--- src/rtl/thp_pkg.sv ---
// ----------------------------------------------------------------------------
// Transport header parser package
// Shared types, protocol numbers and GRE constants for the parser.
// ----------------------------------------------------------------------------
package thp_pkg;

    localparam int WINDOW_BYTES_DEF = 20;

    localparam logic [15:0] ERSPAN2_RESET = 16'h88BE;

    localparam logic [7:0] PROTO_ICMP   = 8'd1;
    localparam logic [7:0] PROTO_IPIP   = 8'd4;
    localparam logic [7:0] PROTO_TCP    = 8'd6;
    localparam logic [7:0] PROTO_UDP    = 8'd17;
    localparam logic [7:0] PROTO_IPV6   = 8'd41;
    localparam logic [7:0] PROTO_GRE    = 8'd47;
    localparam logic [7:0] PROTO_ICMPV6 = 8'd58;

    localparam logic [15:0] GRE_FLAG_CSUM  = 16'h8000;
    localparam logic [15:0] GRE_FLAG_KEY   = 16'h2000;
    localparam logic [15:0] GRE_FLAG_SEQ   = 16'h1000;
    localparam logic [15:0] GRE_VER_MASK   = 16'h0007;
    localparam logic [15:0] GRE_FLAG_ACK   = 16'h0080;
    localparam logic [15:0] GRE_VER_PPTP   = 16'h0001;
    localparam logic [15:0] GRE_PROTO_PPP  = 16'h880B;
    localparam logic [15:0] GRE_PROTO_ERSPAN3 = 16'h22EB;
    localparam logic [15:0] GRE_PROTO_TEB  = 16'h6558;
    localparam logic [15:0] ETYPE_IPV4     = 16'h0800;
    localparam logic [15:0] ETYPE_IPV6     = 16'h86DD;

    typedef enum logic [2:0] {
        OUTCOME_DONE        = 3'd0,
        OUTCOME_SKIP_SHORT  = 3'd1,
        OUTCOME_ERROR       = 3'd2,
        OUTCOME_REPARSE_IP  = 3'd3,
        OUTCOME_REPARSE_ETH = 3'd4,
        OUTCOME_REPARSE_ETYPE = 3'd5
    } outcome_t;

    typedef enum logic [1:0] {
        FLOW_UDP   = 2'd0,
        FLOW_TCP   = 2'd1,
        FLOW_ICMP  = 2'd2,
        FLOW_OTHER = 2'd3
    } flow_kind_t;

    typedef enum logic [1:0] {
        TUNNEL_NONE = 2'd0,
        TUNNEL_IPV6 = 2'd1,
        TUNNEL_IPIP = 2'd2,
        TUNNEL_GRE  = 2'd3
    } tunnel_kind_t;

    typedef struct packed {
        tunnel_kind_t tunnel_kind;
        logic [15:0]  next_ethertype;
        logic [15:0]  payload_size;
        logic [15:0]  header_len;
        logic         flush;
        logic [7:0]   tcp_flags;
        logic [15:0]  dport;
        logic [15:0]  sport;
        outcome_t     outcome;
    } result_t;

    localparam int RESULT_W = $bits(result_t);
    localparam int M_TDATA_W = ((RESULT_W + 7) / 8) * 8;

    function automatic logic [15:0] sub_clamp(input logic [15:0] a, input logic [15:0] b);
        return (a > b) ? (a - b) : 16'd0;
    endfunction

endpackage

--- src/rtl/transport_header_parser_unit.sv ---
// ----------------------------------------------------------------------------
// Transport header parser unit
// Parses UDP, TCP, ICMP, IP tunnel and GRE headers from a byte stream and
// gives one summary per packet on its last byte.
// ----------------------------------------------------------------------------
// Throughput: one byte per clock cycle unless a pending summary waits on a full
// output register; results are taken at one per cycle. The last byte updates the
// window and counters, then the parse stage result is registered for output.
// Reset (aresetn, synchronous, active low) clears the window, the byte count,
// the held protocol and length, and restores the ERSPAN II ethertype.
module transport_header_parser_unit
    import thp_pkg::*;
#(
    parameter int WINDOW_BYTES = WINDOW_BYTES_DEF
) (
    input  logic                 aclk,
    input  logic                 aresetn,

    input  logic                 cfg_wr_en,
    input  logic [15:0]          cfg_wr_data,

    input  logic                 s_tvalid,
    output logic                 s_tready,
    // data_byte [7:0], ip_proto [15:8], ip_payload_len [31:16]
    input  logic [31:0]          s_tdata,
    // first [0]
    input  logic [0:0]           s_tuser,
    input  logic                 s_tlast,

    output logic                 m_tvalid,
    input  logic                 m_tready,
    // outcome [2:0], sport [18:3], dport [34:19], tcp_flags [42:35],
    // flush [43], header_len [59:44], payload_size [75:60],
    // next_ethertype [91:76], tunnel_kind [93:92], zero padding above
    output logic [M_TDATA_W-1:0] m_tdata,
    // flow_kind [1:0]
    output logic [1:0]           m_tuser
);

    logic [15:0] erspan2_reg;
    logic [15:0] byte_count_reg, byte_count_next;
    logic        restart_reg;
    logic [7:0]  proto_reg;
    logic [15:0] plen_reg;
    logic [7:0]  win_reg [WINDOW_BYTES];
    logic        pend_reg, pend_next;
    logic        out_valid_reg, out_valid_next;
    result_t     out_res_reg, res;
    flow_kind_t  out_kind_reg, kind;

    logic        s_acc;
    logic        move;
    logic [15:0] base;

    assign s_acc = s_tvalid && s_tready;
    // A pending summary advances when the output register is free or being drained.
    assign move     = pend_reg && (!out_valid_reg || m_tready);
    assign s_tready = !pend_reg || move;

    assign base = (s_tuser[0] || restart_reg) ? 16'd0 : byte_count_reg;
    assign byte_count_next = (base == 16'hFFFF) ? base : base + 16'd1;

    always_comb begin
        pend_next = pend_reg;
        if (move) begin
            pend_next = 1'b0;
        end
        if (s_acc && s_tlast) begin
            pend_next = 1'b1;
        end
        out_valid_next = out_valid_reg;
        if (move) begin
            out_valid_next = 1'b1;
        end else if (m_tready) begin
            out_valid_next = 1'b0;
        end
    end

    always_ff @(posedge aclk) begin
        if (!aresetn) begin
            erspan2_reg    <= ERSPAN2_RESET;
            byte_count_reg <= 16'd0;
            restart_reg    <= 1'b0;
            proto_reg      <= 8'd0;
            plen_reg       <= 16'd0;
            pend_reg       <= 1'b0;
            out_valid_reg  <= 1'b0;
            for (int i = 0; i < WINDOW_BYTES; i++) begin
                win_reg[i] <= 8'd0;
            end
        end else begin
            if (cfg_wr_en) begin
                erspan2_reg <= cfg_wr_data;
            end
            if (s_acc) begin
                byte_count_reg <= byte_count_next;
                restart_reg    <= s_tlast;
                if (s_tuser[0]) begin
                    proto_reg <= s_tdata[15:8];
                    plen_reg  <= s_tdata[31:16];
                end
                for (int i = 0; i < WINDOW_BYTES; i++) begin
                    if (base == 16'(i)) begin
                        win_reg[i] <= s_tdata[7:0];
                    end
                end
            end
            pend_reg      <= pend_next;
            out_valid_reg <= out_valid_next;
        end
    end

    always_ff @(posedge aclk) begin
        if (move) begin
            out_res_reg  <= res;
            out_kind_reg <= kind;
        end
    end

    // Parse stage: reads the window and counters left by the last byte.
    logic [15:0] c, len;
    logic [15:0] w0, w2, w4, gre_call;
    logic [15:0] tcp_hl, ip4_hl, gre_off, pptp_off;
    logic [1:0]  gre_n;

    always_comb begin
        c   = byte_count_reg;
        len = plen_reg;
        w0  = {win_reg[0], win_reg[1]};
        w2  = {win_reg[2], win_reg[3]};
        w4  = {win_reg[4], win_reg[5]};
        tcp_hl = {10'd0, win_reg[12][7:4], 2'b00};
        ip4_hl = {10'd0, win_reg[0][3:0], 2'b00};
        gre_n  = 2'({1'b0, (w0 & GRE_FLAG_CSUM) != 16'd0})
               + 2'({1'b0, (w0 & GRE_FLAG_KEY) != 16'd0})
               + 2'({1'b0, (w0 & GRE_FLAG_SEQ) != 16'd0});
        gre_off  = 16'd4 + {12'd0, gre_n, 2'b00};
        pptp_off = gre_off + 16'd4;
        case (gre_n)
            2'd0:    gre_call = {win_reg[6], win_reg[7]};
            2'd1:    gre_call = {win_reg[10], win_reg[11]};
            2'd2:    gre_call = {win_reg[14], win_reg[15]};
            default: gre_call = {win_reg[18], win_reg[19]};
        endcase

        case (proto_reg)
            PROTO_UDP:                 kind = FLOW_UDP;
            PROTO_TCP:                 kind = FLOW_TCP;
            PROTO_ICMP, PROTO_ICMPV6:  kind = FLOW_ICMP;
            default:                   kind = FLOW_OTHER;
        endcase

        res = '0;
        if (len > c) begin
            res.outcome = OUTCOME_ERROR;
        end else begin
            case (proto_reg)
                PROTO_UDP: begin
                    if (c < 16'd8) begin
                        res.outcome = OUTCOME_SKIP_SHORT;
                    end else if (w4 < 16'd8) begin
                        res.outcome = OUTCOME_ERROR;
                    end else begin
                        res.sport      = w0;
                        res.dport      = w2;
                        res.header_len = 16'd8;
                        res.payload_size = ((w4 - 16'd8) > sub_clamp(len, 16'd8))
                                         ? sub_clamp(len, 16'd8) : (w4 - 16'd8);
                    end
                end
                PROTO_TCP: begin
                    if (c < 16'd20) begin
                        res.outcome = OUTCOME_SKIP_SHORT;
                    end else if (tcp_hl < 16'd20) begin
                        res.outcome = OUTCOME_ERROR;
                    end else if (tcp_hl > c) begin
                        res.outcome = OUTCOME_SKIP_SHORT;
                    end else begin
                        res.sport        = w0;
                        res.dport        = w2;
                        res.tcp_flags    = win_reg[13];
                        res.flush        = win_reg[13][0] | win_reg[13][2];
                        res.header_len   = tcp_hl;
                        res.payload_size = sub_clamp(len, tcp_hl);
                    end
                end
                PROTO_ICMP, PROTO_ICMPV6: begin
                    if (c < 16'd8) begin
                        res.outcome = OUTCOME_SKIP_SHORT;
                    end else begin
                        res.dport        = w0;
                        res.header_len   = 16'd8;
                        res.payload_size = sub_clamp(len, 16'd8);
                    end
                end
                PROTO_IPV6: begin
                    if (c < 16'd40) begin
                        res.outcome = OUTCOME_SKIP_SHORT;
                    end else begin
                        res.outcome     = OUTCOME_REPARSE_IP;
                        res.tunnel_kind = TUNNEL_IPV6;
                    end
                end
                PROTO_IPIP: begin
                    if (c < 16'd20 || c < ip4_hl) begin
                        res.outcome = OUTCOME_SKIP_SHORT;
                    end else begin
                        res.outcome     = OUTCOME_REPARSE_IP;
                        res.tunnel_kind = TUNNEL_IPIP;
                    end
                end
                PROTO_GRE: begin
                    if (c < 16'd4 || gre_off > c) begin
                        res.outcome = OUTCOME_SKIP_SHORT;
                    end else if ((w0 & GRE_VER_MASK) == GRE_VER_PPTP) begin
                        // PPTP: call id follows the payload length word.
                        if (pptp_off > c) begin
                            res.outcome = OUTCOME_SKIP_SHORT;
                        end else if (w2 != GRE_PROTO_PPP) begin
                            res.outcome = OUTCOME_ERROR;
                            res.dport   = gre_call;
                        end else if ((w0 & GRE_FLAG_ACK) != 16'd0) begin
                            if (pptp_off + 16'd4 > c) begin
                                res.outcome = OUTCOME_SKIP_SHORT;
                            end else begin
                                res.dport        = gre_call;
                                res.header_len   = pptp_off + 16'd4;
                                res.payload_size = sub_clamp(len, pptp_off + 16'd4);
                            end
                        end else begin
                            res.dport        = gre_call;
                            res.header_len   = pptp_off;
                            res.payload_size = sub_clamp(len, pptp_off);
                        end
                    end else if (w2 == erspan2_reg) begin
                        if (gre_off + 16'd8 > c) begin
                            res.outcome = OUTCOME_SKIP_SHORT;
                        end else begin
                            res.outcome    = OUTCOME_REPARSE_ETH;
                            res.header_len = gre_off + 16'd8;
                        end
                    end else if (w2 == GRE_PROTO_ERSPAN3) begin
                        if (gre_off + 16'd20 > c) begin
                            res.outcome = OUTCOME_SKIP_SHORT;
                        end else begin
                            res.outcome    = OUTCOME_REPARSE_ETH;
                            res.header_len = gre_off + 16'd20;
                        end
                    end else if (w2 == GRE_PROTO_TEB) begin
                        res.outcome    = OUTCOME_REPARSE_ETH;
                        res.header_len = gre_off;
                    end else if (w2 == ETYPE_IPV4 || w2 == ETYPE_IPV6) begin
                        res.outcome        = OUTCOME_REPARSE_ETYPE;
                        res.header_len     = gre_off;
                        res.next_ethertype = w2;
                        res.tunnel_kind    = TUNNEL_GRE;
                    end else begin
                        res.outcome = OUTCOME_SKIP_SHORT;
                    end
                end
                default: begin
                    res.payload_size = len;
                end
            endcase
        end
    end

    assign m_tvalid = out_valid_reg;
    assign m_tdata  = M_TDATA_W'(out_res_reg);
    assign m_tuser  = out_kind_reg;

    // A held summary must block new bytes until the output register drains.
    assert property (@(posedge aclk) disable iff (!aresetn)
        (pend_reg && out_valid_reg && !m_tready) |-> !s_tready)
        else $error("byte accepted while a summary could not advance");

    assert property (@(posedge aclk) disable iff (!aresetn)
        (s_tvalid && s_tready && s_tlast) |=> pend_reg)
        else $error("last byte did not raise a pending summary");

    assert property (@(posedge aclk) disable iff (!aresetn)
        m_tvalid |-> (out_res_reg.outcome <= OUTCOME_REPARSE_ETYPE))
        else $error("summary outcome out of range");

    assert property (@(posedge aclk) disable iff (!aresetn)
        (m_tvalid && out_res_reg.flush) |-> (out_kind_reg == FLOW_TCP))
        else $error("flush set on a non-TCP flow");

    assert property (@(posedge aclk) disable iff (!aresetn)
        (s_tvalid && s_tready && !s_tuser[0] && !restart_reg && byte_count_reg != 16'hFFFF)
        |=> (byte_count_reg == $past(byte_count_reg) + 16'd1))
        else $error("byte count did not advance within a packet");

endmodule
--- config.mk ---
export PLATFORM = sky130hd
export DESIGN_NAME = transport_header_parser_unit
export DESIGN_NICKNAME = d
export VERILOG_FILES = /design/src/rtl/thp_pkg.sv /design/src/rtl/transport_header_parser_unit.sv
export SDC_FILE = /design/constraint.sdc
export NUM_CORES = 1
export LEC_CHECK = 0
export BUFFER_PORTS_ARGS = -buffer_cell sky130_fd_sc_hd__buf_2
export CORE_ASPECT_RATIO = 0.6
export CORE_MARGIN = 4
export CORE_UTILIZATION = 50
export CTS_BUF_LIST = sky130_fd_sc_hd__clkbuf_8
export DETAILED_ROUTE_END_ITERATION = 10
export GPL_ROUTABILITY_DRIVEN = 1
export HOLD_SLACK_MARGIN = 0.06
export PLACE_DENSITY = 0.79
export SYNTH_ARGS = -nofsm -noshare
export SYNTH_HDL_FRONTEND = slang
export SYNTH_SLANG_ARGS = --single-unit
--- constraint.sdc ---
create_clock -name aclk -period 6.2 [get_ports aclk]
set_input_delay 0.62 -clock aclk [delete_from_list [all_inputs] [get_ports aclk]]
set_output_delay 0.62 -clock aclk [all_outputs]
set_load 0.02 [all_outputs]
=== Word-level counts from Yosys, hierarchy flattened ===
Memory sizes are Yosys's and may differ from the RTL's.
Index checks and enable logic that the tools add are counted.

* Bitwise logic cells: 24
* Add/sub/neg operators: 13
* Reductions and logical operators: 20
* Eq/ne operators: 36
* Muxes and demuxes: 175
* Order comparisons: 19

{| class="wikitable"
|+ Operators with widths
! operator !! count
|-
| $mux 16 || 18
|-
| $mux 32 || 9
|-
| $mux 73 || 3
|-
| $mux 8 || 20
|-
| $eq 16x4->1 const B || 8
|-
| $pmux 16 s4 || 2
|-
| $mux 1 || 90
|-
| $mux 18 || 5
|-
| $gt 16x16->1 || 5
|-
| $pmux 16 s5 || 1
|-
| $eq 16x3->1 const B || 4
|-
| $eq 16x5->1 const B || 4
|-
| $mux 50 || 1
|-
| $pmux 16 s3 || 1
|-
| $eq 16x16->1 const B || 2
|-
| $eq 16x2->1 const B || 2
|-
| $gt 16x6->1 || 2
|-
| $gt 6x16->1 || 2
|-
| $lt 16x4->1 const B || 2
|-
| $pmux 16 s2 || 1
|-
| $sub 16x4->16 const B || 2
|-
| $sub 16x6->16 || 2
|-
| $eq 8x6->1 const B || 3
|-
| $mux 3 || 8
|-
| other kinds (46) || 90
|}

* Input bits: 55
* Register bits: 155
* Output and inout bits: 100
* Memories kept: 1
* Bits in writable memories: 160

{| class="wikitable"
|+ Memory list
! memory !! words !! bits a word !! rd ports !! clocked after memory_dff !! wr ports !! line !! text
|-
| win_reg || 20 || 8 || 16 || 0 || 20 || transport_header_parser_unit.sv:45 || <nowiki>logic [7:0] win_reg [WINDOW_BYTES];</nowiki>
|}

=== Longest topological paths before layout ===
Gate-level depths: netlist (run 1).
An unclocked memory read counts as a cell.

* Depth in word-level cells: 15
* Mapped depth: 18
* Mapped depth without buffers: 15

=== Least setup slack after synthesis (run 1) ===
OpenSTA, ideal clock, no wires.

* Path type: in2reg
* Start: in m_tready
* End: reg out_res_reg, in the netlist m_tdata[0] (enable)
* Buffers on the path: 0
* Required time: 5.661 ns
* Cell stages on the path: 2
* Arrival: 4.429 ns
* Path slack: 1.232 ns
* Path through: nor2b_1 nor2b_1

* Cells in the longest elaborated chain, start to end: 2

{| class="wikitable"
|+ Ends and longest elaborated chain
! what !! line !! text
|-
| start, declared || transport_header_parser_unit.sv:31 || <nowiki>input logic m_tready,</nowiki>
|-
| $logic_or 1x1->1 || transport_header_parser_unit.sv:57 || <nowiki>assign move = pend_reg && (!out_valid_reg || m_tready);</nowiki>
|-
| $logic_and 1x1->1 || transport_header_parser_unit.sv:57 ||
|-
| via move || transport_header_parser_unit.sv:52 || <nowiki>logic move;</nowiki>
|-
| end signal, assigned || transport_header_parser_unit.sv:115 || <nowiki>out_res_reg <= res;</nowiki>
|-
| end, declared || transport_header_parser_unit.sv:48 || <nowiki>result_t out_res_reg, res;</nowiki>
|}

The timed path passes the listed nets, and every way through them passes these cells.
A chain may end at the register's enable or synchronous reset.

==> insert_results.sql, run 1 <==
INSERT INTO impl_metrics (metric_group, metric, value, unit) VALUES
('clock_tree', 'hold_buffers', '0', ''),
('layout', 'net_count_final', '1775', ''),
('layout', 'final_layout_size_suffix_gt1_share', '15.3', '%'),
('setup_path', 'startpoint', 'win_reg[0][4]', ''),
('route', 'detailroute.via_count', '12662', ''),
('placed_design', 'gp_routability_congestion', '0.985', ''),
('synthesis', 'number_of_flops_mapped_to_enable_cells_by_yosys', '209', ''),
('synthesis', 'sequential_fraction_of_the_synthesis_area', '48.9', '%'),
('floorplanning', 'fp-row-count', '49', ''),
('global_routing', 'number_of_antenna_violations_at_the_first_check_in_global_routing', '1', ''),
('synthesis', 'yosysWarnings', '0', ''),
('clock_tree', 'post_cts_setup_bufs', '0', ''),
('setup_path', 'worst-setup-path-type', 'reg2reg', ''),
('worst_hold_path', 'depth_of_the_worst_hold_timing_path', '3', ''),
('synthesis', 'dominantRegCellSynth', 'sky130_fd_sc_hd__edfxtp_1', ''),
('setup_path', 'worst-endpoint-arrival', '5.43', 'ns'),
('global_routing', 'first_global_vias', '11571', ''),
('worst_hold_path', 'worstHoldPathType', 'in2reg', ''),
('global_routing', 'overflow', '0', ''),
('sta', 'tightestPinTransition', '1.31', 'ns'),
('synthesis', 'synth_top_area_cell', 'sky130_fd_sc_hd__edfxtp_1', ''),
('clock_tree', 'cts_made_buffers', '41', ''),
('sta', 'max_clock_freq', '0.199', 'GHz'),
('layout', 'num-fill-cells', '2596', ''),
('global_routing', 'wire_length_of_the_first_global_routing_pass', '69700', 'um'),
('clock_tree', 'cts_tree', 'yes', ''),
('layout', 'synthToLayoutAreaGrowth', '10.9', '%'),
('synthesis', 'synthDistinctLibCells', '97', ''),
('setup_path', 'slowest_stage', 'sky130_fd_sc_hd__fa_1', ''),
('setup_path', 'cp_top_family', 'compound AO/OA/AOI/OAI gates', ''),
('route', 'first_pass_iters', '6', ''),
('global_routing', 'grt_util_all_layers', '27.2', '%'),
('layout', 'layout.area.seq', '7460', 'sq um'),
('sta', 'finalWorstPathRequiredPeriod', '5.03', 'ns'),
('pwr', 'p_total', '4.22', 'mW'),
('route', 'finalWirelength', '46400', 'um'),
('synthesis', 'syn-instance-count', '1516', ''),
('floorplanning', 'io_pins', '155', ''),
('floorplanning', 'floorplan.core_area', '30000', 'sq um'),
('sta', 'slew_viol_final', '0', ''),
('setup_path', 'path_cells', 'fa_1, inv_1, ha_1, inv_1, ha_1, a21oi_1, a21boi_0, o311a_1, a31o_4, a311oi_2, o311ai_1, a211oi_2', ''),
('sta', 'finalCritPeriodShare', '81.1', '%'),
('sta', 'grt_setup_unrepaired', 'false', ''),
('route', 'drt_drc_violations_left', '0', ''),
('floorplanning', 'chipHeight', '143', 'um'),
('synthesis', 'asyncSetResetFlopFracSynth', '0', '%'),
('setup_path', 'worstRegToRegCells', '12', ''),
('clock_tree', 'max-clock-path-buffers', '3', ''),
('sta', 'worst_hold_slack', '0.246', 'ns'),
('status', 'status', 'completed', ''),
('floorplanning', 'design.die.area', '33400', 'sq um'),
('sta', 'slew-limit-headroom', '11.7', '%'),
('sta', 'fin_setup_tns', '0', 'ns'),
('route', 'viasPerCell', '6.10', ''),
('floorplanning', 'starting_utilization_of_the_core_area', '50.8', '%'),
('pwr', 'powerDensity', '250', 'nW/um^2'),
('sta', 'setup_viol_count_final', '0', ''),
('layout', 'largest_reg_flops', '124', ''),
('floorplanning', 'fp.dieW', '233', 'um'),
('setup_path', 'crit_path_max_fanout', '13', ''),
('flow_run', 'drv.max_cap_violation_count', '0', ''),
('setup_path', 'crit-reg2reg-launch', 'win_reg[0][4]', ''),
('setup_path', 'count_of_cell_instances_traversed_by_the_critical_path', '12', ''),
('synthesis', 'avgSynthCellArea', '10.1', 'sq um'),
('route', 'routed_wire_length_per_instance', '22.4', 'um'),
('layout', 'antennaDiodeCount', '0', ''),
('clock_tree', 'clock_tree.htree_level_count', '2', ''),
('clock_tree', 'cts-root-buf', 'sky130_fd_sc_hd__clkbuf_8', ''),
('setup_path', 'critPathLaunchType', 'register', ''),
('synthesis', 'synth_top_area_share', '41.2', '%'),
('pwr', 'worst_ir_drop_vdd', '0.135', 'mV');
synth_stat cells, types with 6 or more instances:
| library cell | count |
|---|---|
| sky130_fd_sc_hd__a211oi_1 | 8 |
| sky130_fd_sc_hd__a21boi_0 | 28 |
| sky130_fd_sc_hd__a21o_1 | 9 |
| sky130_fd_sc_hd__a21oi_1 | 57 |
| sky130_fd_sc_hd__a222oi_1 | 32 |
| sky130_fd_sc_hd__a31oi_1 | 7 |
| sky130_fd_sc_hd__and2_1 | 54 |
| sky130_fd_sc_hd__and3_1 | 13 |
| sky130_fd_sc_hd__buf_2 | 9 |
| sky130_fd_sc_hd__buf_4 | 14 |
| sky130_fd_sc_hd__buf_6 | 7 |
| sky130_fd_sc_hd__clkbuf_1 | 57 |
| sky130_fd_sc_hd__dfxtp_1 | 59 |
| sky130_fd_sc_hd__edfxtp_1 | 209 |
| sky130_fd_sc_hd__ha_1 | 79 |
| sky130_fd_sc_hd__inv_1 | 55 |
| sky130_fd_sc_hd__mux2i_1 | 20 |
| sky130_fd_sc_hd__nand2_1 | 219 |
| sky130_fd_sc_hd__nand2b_1 | 14 |
| sky130_fd_sc_hd__nand3_1 | 24 |
| sky130_fd_sc_hd__nand4_1 | 21 |
| sky130_fd_sc_hd__nand4b_1 | 7 |
| sky130_fd_sc_hd__nor2_1 | 190 |
| sky130_fd_sc_hd__nor2b_1 | 19 |
| sky130_fd_sc_hd__nor3_1 | 24 |
| sky130_fd_sc_hd__nor4_1 | 14 |
| sky130_fd_sc_hd__o211ai_1 | 10 |
| sky130_fd_sc_hd__o21a_1 | 6 |
| sky130_fd_sc_hd__o21ai_0 | 55 |
| sky130_fd_sc_hd__o31ai_1 | 9 |
| sky130_fd_sc_hd__or2_2 | 7 |
| sky130_fd_sc_hd__xnor2_1 | 25 |
| sky130_fd_sc_hd__xor2_1 | 37 |
metrics by stage:
step	std cells	utilization, %	area, sq um	worst slack, ns
3_5_place_dp	2002	53.8	16100	1.39
2_1_floorplan	1534	-	15300	1.23
4_1_cts	2077	56.4	16900	1.35
6_report	2077	56.4	16900	1.17
3_3_place_gp	2002	53.8	16100	1.50
5_1_grt	2077	56.4	16900	0.880
final cells by class:
cell class                      instances  share of cell area (%)
Sequential cell                       268                    44.1
Multi-Input combinational cell       1123                    42.7
Timing Repair Buffer                  148                    4.49
Clock buffer                           44                    3.58
Tap cell                              408                    3.02
Inverter                               55                    1.22
Clock inverter                         31                   0.896
where the power goes:
part           switching (mW)  leakage [nW]  internal [mW]
combinational           0.501          3.57          0.264
sequential             0.0675          2.57           2.00
clock                   0.721         0.468          0.666
total                    1.29          6.60           2.93
routing by layer:
metal,share of wire (%),vias to the layer above,global-route usage [%],wire (um)
met5,0.028,-,0,13
met3,15,114,10.6,7020
li1,-,5718,-,-
met4,2.4,2,6.25,1120
met2,39,821,36.8,18200
met1,43,6007,41.0,20100
how the worst min path moves through the flow:
| stage | startpoint | to |
|---|---|---|
| floorplan | restart_reg | restart_reg |
| global placement | restart_reg | restart_reg |
| CTS | cfg_wr_data[3] | erspan2_reg[3] |
| finish | cfg_wr_data[3] | erspan2_reg[3] |
| detailed placement | restart_reg | restart_reg |
| global route | cfg_wr_data[2] | erspan2_reg[2] |
placed cells by master (no fill, tap or decap), types with 28 or more instances in the layout:
cell,synthesis,routed
sky130_fd_sc_hd__a21oi_1,57,57
sky130_fd_sc_hd__nand2_1,219,219
sky130_fd_sc_hd__ha_1,79,79
sky130_fd_sc_hd__o21ai_0,55,55
sky130_fd_sc_hd__dfxtp_1,59,59
sky130_fd_sc_hd__a21boi_0,28,28
sky130_fd_sc_hd__buf_2,9,141
sky130_fd_sc_hd__clkbuf_8,0,44
sky130_fd_sc_hd__a222oi_1,32,32
sky130_fd_sc_hd__nor2_1,190,190
sky130_fd_sc_hd__inv_1,55,74
sky130_fd_sc_hd__edfxtp_1,209,209
sky130_fd_sc_hd__xor2_1,37,37
sky130_fd_sc_hd__and2_1,54,54
cells by family (layout without fill, tap and decap cells):
| group | count (synthesis) | count (layout) | share of synthesized area [%] |
|---|---|---|---|
| muxes | 21 | 21 | 1.39 |
| DFF | 268 | 268 | 48.9 |
| adders and majority gates | 83 | 83 | 7.01 |
| xor gates and xnor gates | 62 | 62 | 3.56 |
| other | 1 | 19 | 0.0246 |
| and+or+nand+nor | 660 | 660 | 21.4 |
| buffers and inverters | 143 | 278 | 4.29 |
| AOI/OAI and AO/OA | 278 | 278 | 13.4 |
worst register-to-register path: cells and delay by family, from the launching register on:
kind,cells,cell delay (ns)
flip-flops,1,0.45
buffers and inverters,2,0.40
adder cells (fa/ha/maj),3,1.52
AO/OA/AOI/OAI,7,2.47
Note: power is estimated with default switching activity, not from simulation.
==> run 2: changes to the inputs <==
--- a/config.mk
+++ b/config.mk
@@ -13,7 +13,7 @@
 export DETAILED_ROUTE_END_ITERATION = 10
 export GPL_ROUTABILITY_DRIVEN = 1
 export HOLD_SLACK_MARGIN = 0.06
-export PLACE_DENSITY = 0.79
+export PLACE_DENSITY = 0.82
 export SYNTH_ARGS = -nofsm -noshare
 export SYNTH_HDL_FRONTEND = slang
 export SYNTH_SLANG_ARGS = --single-unit
==> constraint.sdc (replaced) <==
create_clock -name aclk -period 4.3 [get_ports aclk]
set_input_delay 0.43 -clock aclk [delete_from_list [all_inputs] [get_ports aclk]]
set_output_delay 0.43 -clock aclk [all_outputs]
set_load 0.02 [all_outputs]
==> insert_results.sql, run 2 (same netlist as run 1, synthesis figures left out) <==
INSERT INTO impl_metrics (metric_group, metric, value, unit) VALUES
('sta', 'setup_viol_count_final', '0', ''),
('route', 'drt_iter0_markers', '1930', ''),
('setup_path', 'crit-reg2reg-launch', 'win_reg[0][46]', ''),
('clock_tree', 'post_cts_setup_bufs', '0', ''),
('status', 'status', 'completed', ''),
('layout', 'multi_input_area', '7260', 'sq um'),
('route', 'detailroute.via_count', '12837', ''),
('clock_tree', 'cts_made_buffers', '40', ''),
('floorplanning', 'floorplan.core_area', '30000', 'sq um'),
('clock_tree', 'worst_setup_hold_path_clk_slew', '0.06', 'ns'),
('floorplanning', 'fp.dieW', '233', 'um'),
('route', 'finalWirelength', '46600', 'um'),
('global_routing', 'overflow', '0', ''),
('clock_tree', 'cts_tree', 'yes', ''),
('clock_tree', 'clock_sinks', '268', ''),
('setup_path', 'worst-setup-path-type', 'reg2reg', ''),
('global_routing', 'grt_util_all_layers', '27.3', '%'),
('global_routing', 'number_of_antenna_violations_at_the_first_check_in_global_routing', '0', ''),
('pwr', 'p_total', '6.13', 'mW'),
('sta', 'slew-limit-headroom', '24.3', '%'),
('sta', 'max_clock_freq', '0.242', 'GHz'),
('worst_hold_path', 'min_from', 'cfg_wr_data[1]', ''),
('clock_tree', 'hold_buffers', '0', ''),
('layout', 'net_count_final', '1821', ''),
('setup_path', 'crit_required', '4.62', 'ns'),
('setup_path', 'worst-endpoint-arrival', '4.45', 'ns'),
('global_routing', 'first_global_vias', '11974', ''),
('sta', 'tightestPinTransition', '1.13', 'ns'),
('placed_design', 'place_ws', '0.138', 'ns'),
('floorplanning', 'fp-row-count', '49', ''),
('route', 'routed_wire_length_per_instance', '22.0', 'um'),
('floorplanning', 'io_pins', '155', ''),
('pwr', 'worst_ir_drop_vdd', '0.225', 'mV'),
('layout', 'synthToLayoutAreaGrowth', '13.2', '%'),
('layout', 'final_layout_size_suffix_gt1_share', '17.7', '%'),
('pwr', 'static_leakage', '6.76', 'nW'),
('setup_path', 'critPathMostFrequentCell', 'sky130_fd_sc_hd__a211oi_2', ''),
('setup_path', 'timing.critical_path.to_type', 'register', ''),
('placed_design', 'placed_cells_incl_taps', '2049', ''),
('floorplanning', 'starting_utilization_of_the_core_area', '50.8', '%'),
('setup_path', 'slowest_stage', 'sky130_fd_sc_hd__or4_4', ''),
('route', 'viasPerCell', '6.06', ''),
('layout', 'final_cell_mix', 'sky130_fd_sc_hd__nand2_1, sky130_fd_sc_hd__edfxtp_1, sky130_fd_sc_hd__nor2_1', ''),
('sta', 'timing.clock.skew', '0.0278', 'ns'),
('sta', 'postLayoutSetupSlackWorst', '0.166', 'ns'),
('placed_design', 'gp_routability_congestion', '0.994', ''),
('route', 'drt_drc_violations_left', '0', ''),
('sta', 'slew_viol_final', '0', ''),
('sta', 'final-hold-violation-count', '0', ''),
('worst_hold_path', 'hold_end', 'erspan2_reg[1]', ''),
('sta', 'finalCritPeriodShare', '96.1', '%'),
('setup_path', 'end_of_the_worst_register_to_register_path', 'm_tdata[65]', ''),
('clock_tree', 'cts-root-buf', 'sky130_fd_sc_hd__clkbuf_8', ''),
('clock_tree', 'post_cts_resized', '0', ''),
('layout', 'mostFrequentLayoutCell', 'sky130_fd_sc_hd__nand2_1', ''),
('setup_path', 'worstRegToRegCells', '14', ''),
('route', 'detail-route-antenna-nets', '0', ''),
('setup_path', 'slowest_stage_delay_cp', '0.48', 'ns'),
('flow_run', 'drv.max_cap_violation_count', '0', ''),
('setup_path', 'critPathLaunchType', 'register', ''),
('floorplanning', 'chipHeight', '143', 'um'),
('layout', 'layout.area.seq', '7460', 'sq um'),
('setup_path', 'rrSetupSlack', '0.17', 'ns'),
('layout', 'num-fill-cells', '2514', ''),
('worst_hold_path', 'worstHoldPathType', 'in2reg', ''),
('sta', 'finalWorstPathRequiredPeriod', '4.13', 'ns'),
('setup_path', 'path_cells', 'or3_4, or4_4, or4_1, xor2_2, inv_1, ha_1, and4_1, nand2_1, a211oi_2, a2111oi_4, or2_4, and2_4, a221oi_4, a211oi_2', ''),
('placed_design', 'place.detailed.hpwl', '34700', 'um'),
('global_routing', 'wire_length_of_the_first_global_routing_pass', '69800', 'um'),
('setup_path', 'crit_path_max_fanout', '10', ''),
('floorplanning', 'design.die.area', '33400', 'sq um'),
('placed_design', 'io_buffer_count', '141', ''),
('route', 'first_pass_iters', '9', ''),
('layout', 'largest_reg_flops', '124', ''),
('worst_hold_path', 'depth_of_the_worst_hold_timing_path', '3', ''),
('global_routing', 'grt_start_max_net_pins', '58', ''),
('sta', 'worst_hold_slack', '0.0782', 'ns'),
('clock_tree', 'worst_skew_pair.late_latency', '0.58', 'ns'),
('clock_tree', 'clock_tree.htree_level_count', '2', ''),
('pwr', 'powerDensity', '355', 'nW/um^2'),
('layout', 'finalNonFillerCells', '2117', ''),
('clock_tree', 'max-clock-path-buffers', '3', '');
-- run 2: cell types whose count changed in the layout (fill, tap and decap cells not counted), moves of 3 or more --
cell	previous run	this run
sky130_fd_sc_hd__clkinvlp_4	0	3
sky130_fd_sc_hd__inv_1	74	64
sky130_fd_sc_hd__buf_4	7	53
sky130_fd_sc_hd__clkinv_2	8	4
sky130_fd_sc_hd__clkbuf_8	44	40
sky130_fd_sc_hd__clkinv_1	1	9
-- run 2: where the power goes --
part	switching, mW	total (mW)	internal [mW]
Sequential	0.0890	2.97	2.88
Clock	1.03	1.96	0.931
Combinational	0.756	1.20	0.441
-- run 2: stage by stage --
step / TNS (ns) / utilization [%] / area (sq um)
after global routing: -0.00118 / 57.5 / 17300
after CTS: 0 / 57.4 / 17200
final: 0 / 57.6 / 17300
after detailed placement: 0 / 55.0 / 16500
after global placement: 0 / 55.0 / 16500
after floorplan: 0 / - / 15300
-- run 2: layout make-up --
| cell class | instances | area share, % |
|---|---|---|
| clock inverter | 27 | 0.863 |
| timing repair buffer | 195 | 6.46 |
| sequential | 268 | 43.2 |
| clock buffer | 40 | 3.19 |
| antenna | 1 | 0.0145 |
| multi-input combinational | 1123 | 42.1 |
| inverter | 55 | 1.20 |
| tap | 408 | 2.96 |
-- run 2: critical path: cells and delay by family (launching register included) --
family          cells  cell delay, ns
compound gates      4            0.73
xor+xnor            1            0.20
fa+ha+maj           1            0.27
buf+inv             1            0.07
flops               1            0.42
simple gates        7            2.17
-- run 2: how the worst max path moves through the flow --
stage                              start     endpoint  slack (ns)  cells past startpoint
after floorplan           win_reg[0][46]  m_tdata[74]        0.17                     17
after global placement    win_reg[0][46]  m_tdata[74]        0.19                     14
after CTS                 win_reg[0][46]  m_tdata[65]        0.11                     14
after detailed placement  win_reg[0][46]  m_tdata[74]        0.14                     14
after global routing      win_reg[0][46]  m_tdata[69]      -0.001                     14
final                     win_reg[0][46]  m_tdata[65]        0.17                     14
-- run 2: metal layers --
| metal | routed length [um] | track usage [%] | share of wire [%] | vias to the layer above |
|---|---|---|---|---|
| met2 | 18600 | 37.7 | 40 | 865 |
| met1 | 20100 | 40.9 | 43 | 6075 |
| met5 | 0 | 0 | 0 | - |
| met3 | 6610 | 9.01 | 14 | 101 |
| li1 | - | - | - | 5796 |
| met4 | 1260 | 7.68 | 2.7 | 0 |
